File: config.mk
export PLATFORM = sky130hd
export DESIGN_NAME = claim_commit_byte_ring_top
export DESIGN_NICKNAME = d
export VERILOG_FILES = /design/src/sv/ccbr_pkg.sv /design/src/sv/ccbr_ram.sv /design/src/sv/ccbr_ctrl.sv /design/src/sv/ccbr_dpath.sv /design/src/sv/claim_commit_byte_ring_top.sv
export SDC_FILE = /design/constraint.sdc
export NUM_CORES = 2
export LEC_CHECK = 0
export ABC_AREA = 1
export BUFFER_PORTS_ARGS = -buffer_cell sky130_fd_sc_hd__buf_2
export CORE_MARGIN = 4
export CORE_UTILIZATION = 30
export CTS_CLUSTER_SIZE = 14
export DETAILED_ROUTE_END_ITERATION = 8
export PLACE_DENSITY = 0.41
export RECOVER_POWER = 25
export SETUP_SLACK_MARGIN = 0.15
export SKIP_LAST_GASP = 1
export SYNTH_ARGS = -nofsm -noshare
export SYNTH_HDL_FRONTEND = slang
export SYNTH_HIERARCHICAL = 1
export SYNTH_SLANG_ARGS = --single-unit
export TNS_END_PERCENT = 5
File: constraint.sdc
create_clock -name clk -period 7.2 [get_ports clk]
set_input_delay 1.08 -clock clk [delete_from_list [all_inputs] [get_ports clk]]
set_output_delay 1.08 -clock clk [all_outputs]
set_load 0.03 [all_outputs]
File: src/sv/ccbr_pkg.sv
`timescale 1ns / 1ps
// ----------------------------------------------------------------------------
// ccbr_pkg: shared types and constants of the claim/commit byte ring
// Action and status codes, position widths, controller states and commands.
// ----------------------------------------------------------------------------
package ccbr_pkg;

	// Position and count width: positions wrap modulo 512
	localparam int POS_W = 9;
	localparam int DATA_W = 8;
	localparam int STAT_W = 2;

	// Default store depth
	localparam int STORE_DEPTH_DEF = 256;

	// Capacity after reset
	localparam logic [POS_W-1:0] CAP_RESET = 9'd256;

	typedef enum logic [1:0] {
		ACT_PUT_BYTE   = 2'd0,
		ACT_PUT_FINISH = 2'd1,
		ACT_GET_BYTE   = 2'd2,
		ACT_GET_FINISH = 2'd3
	} action_t;

	localparam logic [STAT_W-1:0] STAT_OK         = 2'd0;
	localparam logic [STAT_W-1:0] STAT_REFUSED    = 2'd1;
	localparam logic [STAT_W-1:0] STAT_OVERCOMMIT = 2'd2;

	typedef enum logic [1:0] {
		ST_IDLE,
		ST_EXEC,
		ST_RESP
	} state_t;

	// Commands from the controller to the datapath
	typedef struct packed {
		logic load;
		logic exec;
		logic resp;
	} cmd_t;

endpackage

File: src/sv/ccbr_ram.sv
`timescale 1ns / 1ps
// ----------------------------------------------------------------------------
// ccbr_ram: generic single-write, single-read RAM
// One write port, one read port with registered read data.
// ----------------------------------------------------------------------------
module ccbr_ram #(
	parameter int WIDTH = 8,
	parameter int DEPTH = 256
) (
	input  logic                     clk,
	input  logic                     we,
	input  logic [$clog2(DEPTH)-1:0] waddr,
	input  logic [WIDTH-1:0]         wdata,
	input  logic                     re,
	input  logic [$clog2(DEPTH)-1:0] raddr,
	output logic [WIDTH-1:0]         rdata
);

	logic [WIDTH-1:0] mem_q [DEPTH];
	logic [WIDTH-1:0] rdata_q;

	// Write and registered read
	always_ff @(posedge clk) begin
		if (we) begin
			mem_q[waddr] <= wdata;
		end
		if (re) begin
			rdata_q <= mem_q[raddr];
		end
	end

	assign rdata = rdata_q;

endmodule

File: src/sv/ccbr_ctrl.sv
`timescale 1ns / 1ps
// ----------------------------------------------------------------------------
// ccbr_ctrl: controller of the claim/commit byte ring
// Sequences each item through load, execute and respond.
// ----------------------------------------------------------------------------
module ccbr_ctrl (
	input  logic            clk,
	input  logic            arst_n,
	input  logic            start,
	output logic            busy,
	output logic            done,
	output ccbr_pkg::cmd_t  cmd
);

	ccbr_pkg::state_t state_q, state_d;

	// Hold state
	always_ff @(posedge clk or negedge arst_n) begin
		if (!arst_n) begin
			state_q <= ccbr_pkg::ST_IDLE;
		end else begin
			state_q <= state_d;
		end
	end

	// Advance through the item sequence
	always_comb begin
		state_d = state_q;
		unique case (state_q)
			ccbr_pkg::ST_IDLE: begin
				if (start) state_d = ccbr_pkg::ST_EXEC;
			end
			ccbr_pkg::ST_EXEC: state_d = ccbr_pkg::ST_RESP;
			ccbr_pkg::ST_RESP: state_d = ccbr_pkg::ST_IDLE;
			default: state_d = ccbr_pkg::ST_IDLE;
		endcase
	end

	// Drive commands and handshake
	always_comb begin
		cmd.load = (state_q == ccbr_pkg::ST_IDLE) && start;
		cmd.exec = (state_q == ccbr_pkg::ST_EXEC);
		cmd.resp = (state_q == ccbr_pkg::ST_RESP);
		busy     = (state_q != ccbr_pkg::ST_IDLE);
		done     = cmd.resp;
	end

	// An accepted item moves to execute
	a_accept_exec: assert property (@(posedge clk) disable iff (!arst_n)
		(start && !busy) |=> cmd.exec)
		else $error("accepted item did not enter execute");

	// A result follows the execute state directly
	a_done_after_exec: assert property (@(posedge clk) disable iff (!arst_n)
		cmd.exec |=> done)
		else $error("no result after execute");

	// A result strobe lasts one cycle and frees the block
	a_done_single: assert property (@(posedge clk) disable iff (!arst_n)
		done |=> (!done && !busy))
		else $error("result strobe longer than one cycle");

	// Busy stays high from accept until the result
	a_busy_hold: assert property (@(posedge clk) disable iff (!arst_n)
		cmd.exec |-> (busy && !done))
		else $error("busy dropped during execute");

endmodule

File: src/sv/ccbr_dpath.sv
`timescale 1ns / 1ps
// ----------------------------------------------------------------------------
// ccbr_dpath: datapath of the claim/commit byte ring
// Input registers, reserve/commit/wrap positions, byte store and results.
// ----------------------------------------------------------------------------
module ccbr_dpath #(
	parameter int STORE_DEPTH = ccbr_pkg::STORE_DEPTH_DEF
) (
	input  logic                            clk,
	input  logic                            arst_n,
	input  ccbr_pkg::cmd_t                  cmd,
	input  logic [1:0]                      action,
	input  logic [ccbr_pkg::DATA_W-1:0]     write_data,
	input  logic [ccbr_pkg::POS_W-1:0]      commit_count,
	input  logic                            cfg_valid,
	input  logic [ccbr_pkg::POS_W-1:0]      cfg_data,
	output logic [ccbr_pkg::STAT_W-1:0]     status,
	output logic [ccbr_pkg::DATA_W-1:0]     read_data,
	output logic [ccbr_pkg::POS_W-1:0]      open_slots,
	output logic [ccbr_pkg::POS_W-1:0]      available_bytes
);

	localparam int AW = $clog2(STORE_DEPTH);
	localparam int LIM = (STORE_DEPTH < 256) ? STORE_DEPTH : 256;
	localparam logic [ccbr_pkg::POS_W-1:0] LIM_P = ccbr_pkg::POS_W'(LIM);

	// Item registers
	ccbr_pkg::action_t                action_q;
	logic [ccbr_pkg::DATA_W-1:0]      wdata_q;
	logic [ccbr_pkg::POS_W-1:0]       count_q;

	// Positions and configuration
	logic [ccbr_pkg::POS_W-1:0] wr_res_q, wr_com_q, wr_base_q;
	logic [ccbr_pkg::POS_W-1:0] rd_res_q, rd_com_q, rd_base_q;
	logic [ccbr_pkg::POS_W-1:0] cap_raw_q;
	logic [ccbr_pkg::STAT_W-1:0] status_q;
	logic                        rd_hit_q;

	logic [ccbr_pkg::POS_W-1:0] cap;
	logic [ccbr_pkg::POS_W-1:0] wr_off, rd_off, used, avail_raw;
	logic                       wr_room, rd_room, free_ok, avail_ok;
	logic [ccbr_pkg::POS_W-1:0] fin_head, fin_tail, fin_base, claimed, new_tail;
	logic                       over, base_adv;
	logic                       ram_we, ram_re;
	logic [ccbr_pkg::DATA_W-1:0] ram_rdata;

	// Clamp capacity to one..limit
	always_comb begin
		cap = cap_raw_q;
		if (cap == '0) cap = ccbr_pkg::POS_W'(1);
		if (cap > LIM_P) cap = LIM_P;
	end

	// Slot offsets and fill levels
	always_comb begin
		wr_off = wr_res_q - wr_base_q;
		if (wr_off >= cap) wr_off = wr_off - cap;
		wr_room = wr_off < cap;
		rd_off = rd_res_q - rd_base_q;
		if (rd_off >= cap) rd_off = rd_off - cap;
		rd_room = rd_off < cap;
		used = wr_res_q - rd_com_q;
		free_ok = used < cap;
		avail_raw = wr_com_q - rd_res_q;
		avail_ok = avail_raw != '0;
	end

	// Select the side a finish action works on
	always_comb begin
		if (action_q == ccbr_pkg::ACT_PUT_FINISH) begin
			fin_head = wr_res_q;
			fin_tail = wr_com_q;
			fin_base = wr_base_q;
		end else begin
			fin_head = rd_res_q;
			fin_tail = rd_com_q;
			fin_base = rd_base_q;
		end
		claimed  = fin_head - fin_tail;
		over     = count_q > claimed;
		new_tail = fin_tail + count_q;
		base_adv = (new_tail - fin_base) >= cap;
	end

	assign ram_we = cmd.exec && (action_q == ccbr_pkg::ACT_PUT_BYTE) && free_ok && wr_room;
	assign ram_re = cmd.exec && (action_q == ccbr_pkg::ACT_GET_BYTE) && avail_ok && rd_room;

	// Capture the item
	always_ff @(posedge clk) begin
		if (cmd.load) begin
			action_q <= ccbr_pkg::action_t'(action);
			wdata_q  <= write_data;
			count_q  <= commit_count;
		end
	end

	// Write capacity register
	always_ff @(posedge clk or negedge arst_n) begin
		if (!arst_n) begin
			cap_raw_q <= ccbr_pkg::CAP_RESET;
		end else if (cfg_valid) begin
			cap_raw_q <= cfg_data;
		end
	end

	// Execute the action: update positions and status
	always_ff @(posedge clk or negedge arst_n) begin
		if (!arst_n) begin
			wr_res_q  <= '0;
			wr_com_q  <= '0;
			wr_base_q <= '0;
			rd_res_q  <= '0;
			rd_com_q  <= '0;
			rd_base_q <= '0;
			status_q  <= ccbr_pkg::STAT_OK;
			rd_hit_q  <= 1'b0;
		end else if (cmd.exec) begin
			status_q <= ccbr_pkg::STAT_OK;
			rd_hit_q <= ram_re;
			unique case (action_q)
				ccbr_pkg::ACT_PUT_BYTE: begin
					if (ram_we) wr_res_q <= wr_res_q + 1'b1;
					else status_q <= ccbr_pkg::STAT_REFUSED;
				end
				ccbr_pkg::ACT_GET_BYTE: begin
					if (ram_re) rd_res_q <= rd_res_q + 1'b1;
					else status_q <= ccbr_pkg::STAT_REFUSED;
				end
				ccbr_pkg::ACT_PUT_FINISH: begin
					if (over) begin
						status_q <= ccbr_pkg::STAT_OVERCOMMIT;
					end else begin
						wr_com_q <= new_tail;
						wr_res_q <= new_tail;
						if (base_adv) wr_base_q <= wr_base_q + cap;
					end
				end
				ccbr_pkg::ACT_GET_FINISH: begin
					if (over) begin
						status_q <= ccbr_pkg::STAT_OVERCOMMIT;
					end else begin
						rd_com_q <= new_tail;
						rd_res_q <= new_tail;
						if (base_adv) rd_base_q <= rd_base_q + cap;
					end
				end
				default: status_q <= ccbr_pkg::STAT_OK;
			endcase
		end
	end

	// Byte store
	ccbr_ram #(
		.WIDTH (ccbr_pkg::DATA_W),
		.DEPTH (STORE_DEPTH)
	) u_store (
		.clk   (clk),
		.we    (ram_we),
		.waddr (AW'(wr_off)),
		.wdata (wdata_q),
		.re    (ram_re),
		.raddr (AW'(rd_off)),
		.rdata (ram_rdata)
	);

	// Form the result from the updated positions
	always_comb begin
		status          = status_q;
		read_data       = rd_hit_q ? ram_rdata : '0;
		open_slots      = free_ok ? (cap - used) : '0;
		available_bytes = (avail_raw > cap) ? cap : avail_raw;
	end

	// A store write only happens on a granted put byte
	a_we_put: assert property (@(posedge clk) disable iff (!arst_n)
		ram_we |=> (wr_res_q == $past(wr_res_q) + 1'b1))
		else $error("store write without reserve advance");

	// A granted read reports status ok
	a_read_ok: assert property (@(posedge clk) disable iff (!arst_n)
		ram_re |=> (rd_hit_q && status_q == ccbr_pkg::STAT_OK))
		else $error("granted read with bad status");

	// Write and read are never issued together
	a_we_re: assert property (@(posedge clk) disable iff (!arst_n)
		!(ram_we && ram_re))
		else $error("store write and read in one cycle");

endmodule

File: src/sv/claim_commit_byte_ring_top.sv
`timescale 1ns / 1ps
// ----------------------------------------------------------------------------
// claim_commit_byte_ring_top: byte ring with claim and commit on both sides
// Sequence: start is accepted in idle; the item then passes the execute and
// respond states, and done pulses in respond. A new item is taken only once
// the block is idle again (load, execute, respond); the receiver cannot stall.
// Reset: positions cleared, capacity 256; store contents stay undefined.
// ----------------------------------------------------------------------------
module claim_commit_byte_ring_top #(
	parameter int STORE_DEPTH = ccbr_pkg::STORE_DEPTH_DEF
) (
	input  logic                          clk,
	input  logic                          arst_n,
	input  logic                          start,
	output logic                          busy,
	input  logic [1:0]                    action,
	input  logic [ccbr_pkg::DATA_W-1:0]   write_data,
	input  logic [ccbr_pkg::POS_W-1:0]    commit_count,
	output logic                          done,
	output logic [ccbr_pkg::STAT_W-1:0]   status,
	output logic [ccbr_pkg::DATA_W-1:0]   read_data,
	output logic [ccbr_pkg::POS_W-1:0]    open_slots,
	output logic [ccbr_pkg::POS_W-1:0]    available_bytes,
	input  logic                          cfg_valid,
	output logic                          cfg_ready,
	input  logic [ccbr_pkg::POS_W-1:0]    cfg_data
);

	ccbr_pkg::cmd_t cmd;

	// Configuration is always taken
	assign cfg_ready = 1'b1;

	ccbr_ctrl u_ctrl (
		.clk    (clk),
		.arst_n (arst_n),
		.start  (start),
		.busy   (busy),
		.done   (done),
		.cmd    (cmd)
	);

	ccbr_dpath #(
		.STORE_DEPTH (STORE_DEPTH)
	) u_dpath (
		.clk             (clk),
		.arst_n          (arst_n),
		.cmd             (cmd),
		.action          (action),
		.write_data      (write_data),
		.commit_count    (commit_count),
		.cfg_valid       (cfg_valid && cfg_ready),
		.cfg_data        (cfg_data),
		.status          (status),
		.read_data       (read_data),
		.open_slots      (open_slots),
		.available_bytes (available_bytes)
	);

endmodule

==> run summary <==
Clock net sink count: 2143
Io pins: 63
DIE WIDTH: 566 um
Row cnt: 204
Reg2Reg Depth: 34
RSZ-0062 raised after global routing: no
Cells after synthesis: 8364
Clk buf depth: 4
Overall routing resource usage: 19.0%
Final WS setup: 0.758 ns
Critical path's largest stage delay: 0.59 ns
Setup CP Type: register to register
Critical Path Fanout Max: 20
YS warnings: 6
Initial Utilization: 30.2%
Vias in the first global route: 64600
Final Hold Viols: 0
Fillers: 31000
Failing checks: max-capacitance violations, max-slew violations
Number of setup buffers added after CTS: 0
Routed Antenna Nets: 0
Fin crit share: 89.5%
FF-to-FF End: u_dpath/u_store/mem_q[120][7]$_DFFE_PP_
First drt pass iteration count: 6
Num CTS Buffers: 243
Tmin final: 6.44 ns
CTS tree: built
Initial antenna violation count: 10
Sum Neg Setup Slack: 0 ns
Area delta synth->final: 13.5%
CP Launch Point: u_dpath/wr_res_q[0]$_DFFE_PN0P_
CP endpoint kind: register
Crit path capture: u_dpath/u_store/mem_q[120][7]$_DFFE_PP_
Pin count of the biggest net entering global routing: 167
CP Data Arrival Time: 6.91 ns
Via/cell ratio: 5.00
Syn_nets: 8552
Worst-case clock skew: 0.129 ns
Final net count: 8578
# resized after CTS: 0
DR iter-0 viols: 5645
Total grt overflow: 0
Via count: 63500
Slew Limit Fails: 1084
First-pass GRT wire length: 448000 um
Actual slew at the worst max-slew pin: 5.86 ns
Port-buffer cells: 61
DRC Markers: 0
Die ar.: 320000 um2
Fmax: 0.155 GHz
WP data required: 7.66 ns
Mapped Area: 93300 um2
Later-pin clock latency in the skew report: 0.94 ns
CP startpoint kind: register
Core area: 309000 um2
Critical R2R Launch: u_dpath/wr_res_q[0]$_DFFE_PN0P_
Mean Syn Cell Area: 11.2 um2
Hold bufs inserted after CTS: 0
Max stage delay cell, worst path: nor2_1
Detailed placement HPWL: 187000 um
CTS clk-pin slew, worst paths: 0.06 ns
Outcome: finished with violations
Routed len/inst: 24.4 um
DRT Wirelength: 310000 um
Ratio of cells with drive above 1 in the final layout: 7.84%
Htree depth: 4
CTS root buf: clkbuf_16
Relative slew margins: -291%
Setup violations, final: 0
Dpl ws: 0.750 ns
Die Height: 566 um
Max-cap violations: 16
Routability Congestion: 0.846
Hold crit path type: input pin to register
R2R setup slack: 0.76 ns
## layer usage
metal  vias to the layer above  GRT usage [%]  wire, um
met2                      1888           31.4    146000
met3                       430           2.51     16200
met1                     31800           26.2    139000
li1                      29400              -         -
met4                         0           5.39      9010
met5                         -              0         0
## how the worst min path moves through the flow
| stage | to | cells past startpoint | startpoint | slack, ns |
|---|---|---|---|---|
| global placement | u_ctrl/state_q[1]$_DFFE_PN0P_ | 1 | u_ctrl/state_q[1]$_DFFE_PN0P_ | 0.46 |
| floorplan | u_ctrl/state_q[1]$_DFFE_PN0P_ | 1 | u_ctrl/state_q[1]$_DFFE_PN0P_ | 0.44 |
| CTS | u_dpath/count_q[3]$_DFFE_PP_ | 1 | commit_count[3] | 0.33 |
| finish | u_dpath/count_q[0]$_DFFE_PP_ | 1 | commit_count[0] | 0.42 |
| detailed placement | u_ctrl/state_q[1]$_DFFE_PN0P_ | 1 | u_ctrl/state_q[1]$_DFFE_PN0P_ | 0.48 |
| global route | u_dpath/wdata_q[2]$_DFFE_PP_ | 1 | write_data[2] | 0.36 |
## worst max-delay path: cells and delay by family (launching register included)
family / cells / cell delay (ns)
AND/OR/NAND/NOR: 14 / 1.70
XOR/XNOR: 1 / 0.16
AO/OA/AOI/OAI: 7 / 1.21
flip-flops: 1 / 0.40
adder cells (fa/ha/maj): 4 / 1.22
buffers and inverters: 8 / 1.33
## registers in the layout, summed over array words and instances (netlist names)
| register | flops |
|---|---|
| u_dpath/wr_res_q | 9 |
| u_dpath/action_q | 2 |
| u_dpath/wr_com_q | 9 |
| u_dpath/wdata_q | 8 |
| u_dpath/wr_base_q | 9 |
| u_dpath/rd_com_q | 9 |
| u_dpath/cap_raw_q | 9 |
| u_dpath/u_store/mem_q | 2048 |
| u_dpath/status | 2 |
| u_dpath/rd_base_q | 9 |
| u_dpath/rd_hit_q | 1 |
| u_dpath/count_q | 9 |
| u_dpath/u_store/rdata | 8 |
| u_ctrl/state_q | 2 |
| u_dpath/rd_res_q | 9 |
## placed cells by master (no fill, tap or decap), types with 32 or more instances in the layout
cell / n
nor2_1: 339
xnor2_1: 32
clkinv_1: 61
clkbuf_16: 245
dfrtp_1: 67
buf_4: 167
xor2_1: 62
edfxtp_1: 2075
o21ai_0: 101
clkinv_2: 37
nand2_1: 2444
nand3_1: 2088
ha_1: 144
a21oi_1: 97
buf_12: 44
clkbuf_1: 73
inv_1: 235
buf_2: 58
## area by class of cell
| class | instances | area [um2] | share of cell area (%) |
|---|---|---|---|
| Clock buffer | 312 | 6420 | 6.06 |
| Inverter | 246 | 960 | 0.906 |
| Timing Repair Buffer | 286 | 2500 | 2.36 |
| Clock inverter | 125 | 967 | 0.913 |
| Antenna cell | 2 | 5.00 | 0.00472 |
| Sequential cell | 2143 | 64000 | 60.4 |
| Tap cell | 4120 | 5150 | 4.87 |
| Multi-Input combinational cell | 5470 | 25900 | 24.5 |
## stage by stage
stage	utilization [%]	hold slack (ns)	cells	instance area, um2
2_1_floorplan	-	0.442	8364	93300
3_3_place_gp	31.9	0.456	12300	98700
3_5_place_dp	31.9	0.476	12300	98700
4_1_cts	34.3	0.328	12700	106000
5_1_grt	34.2	0.359	12700	106000
6_report	34.2	0.417	12700	106000
Power is not shown: default switching activity piles up to over one toggle a cycle in this logic, so the estimate is an artifact.
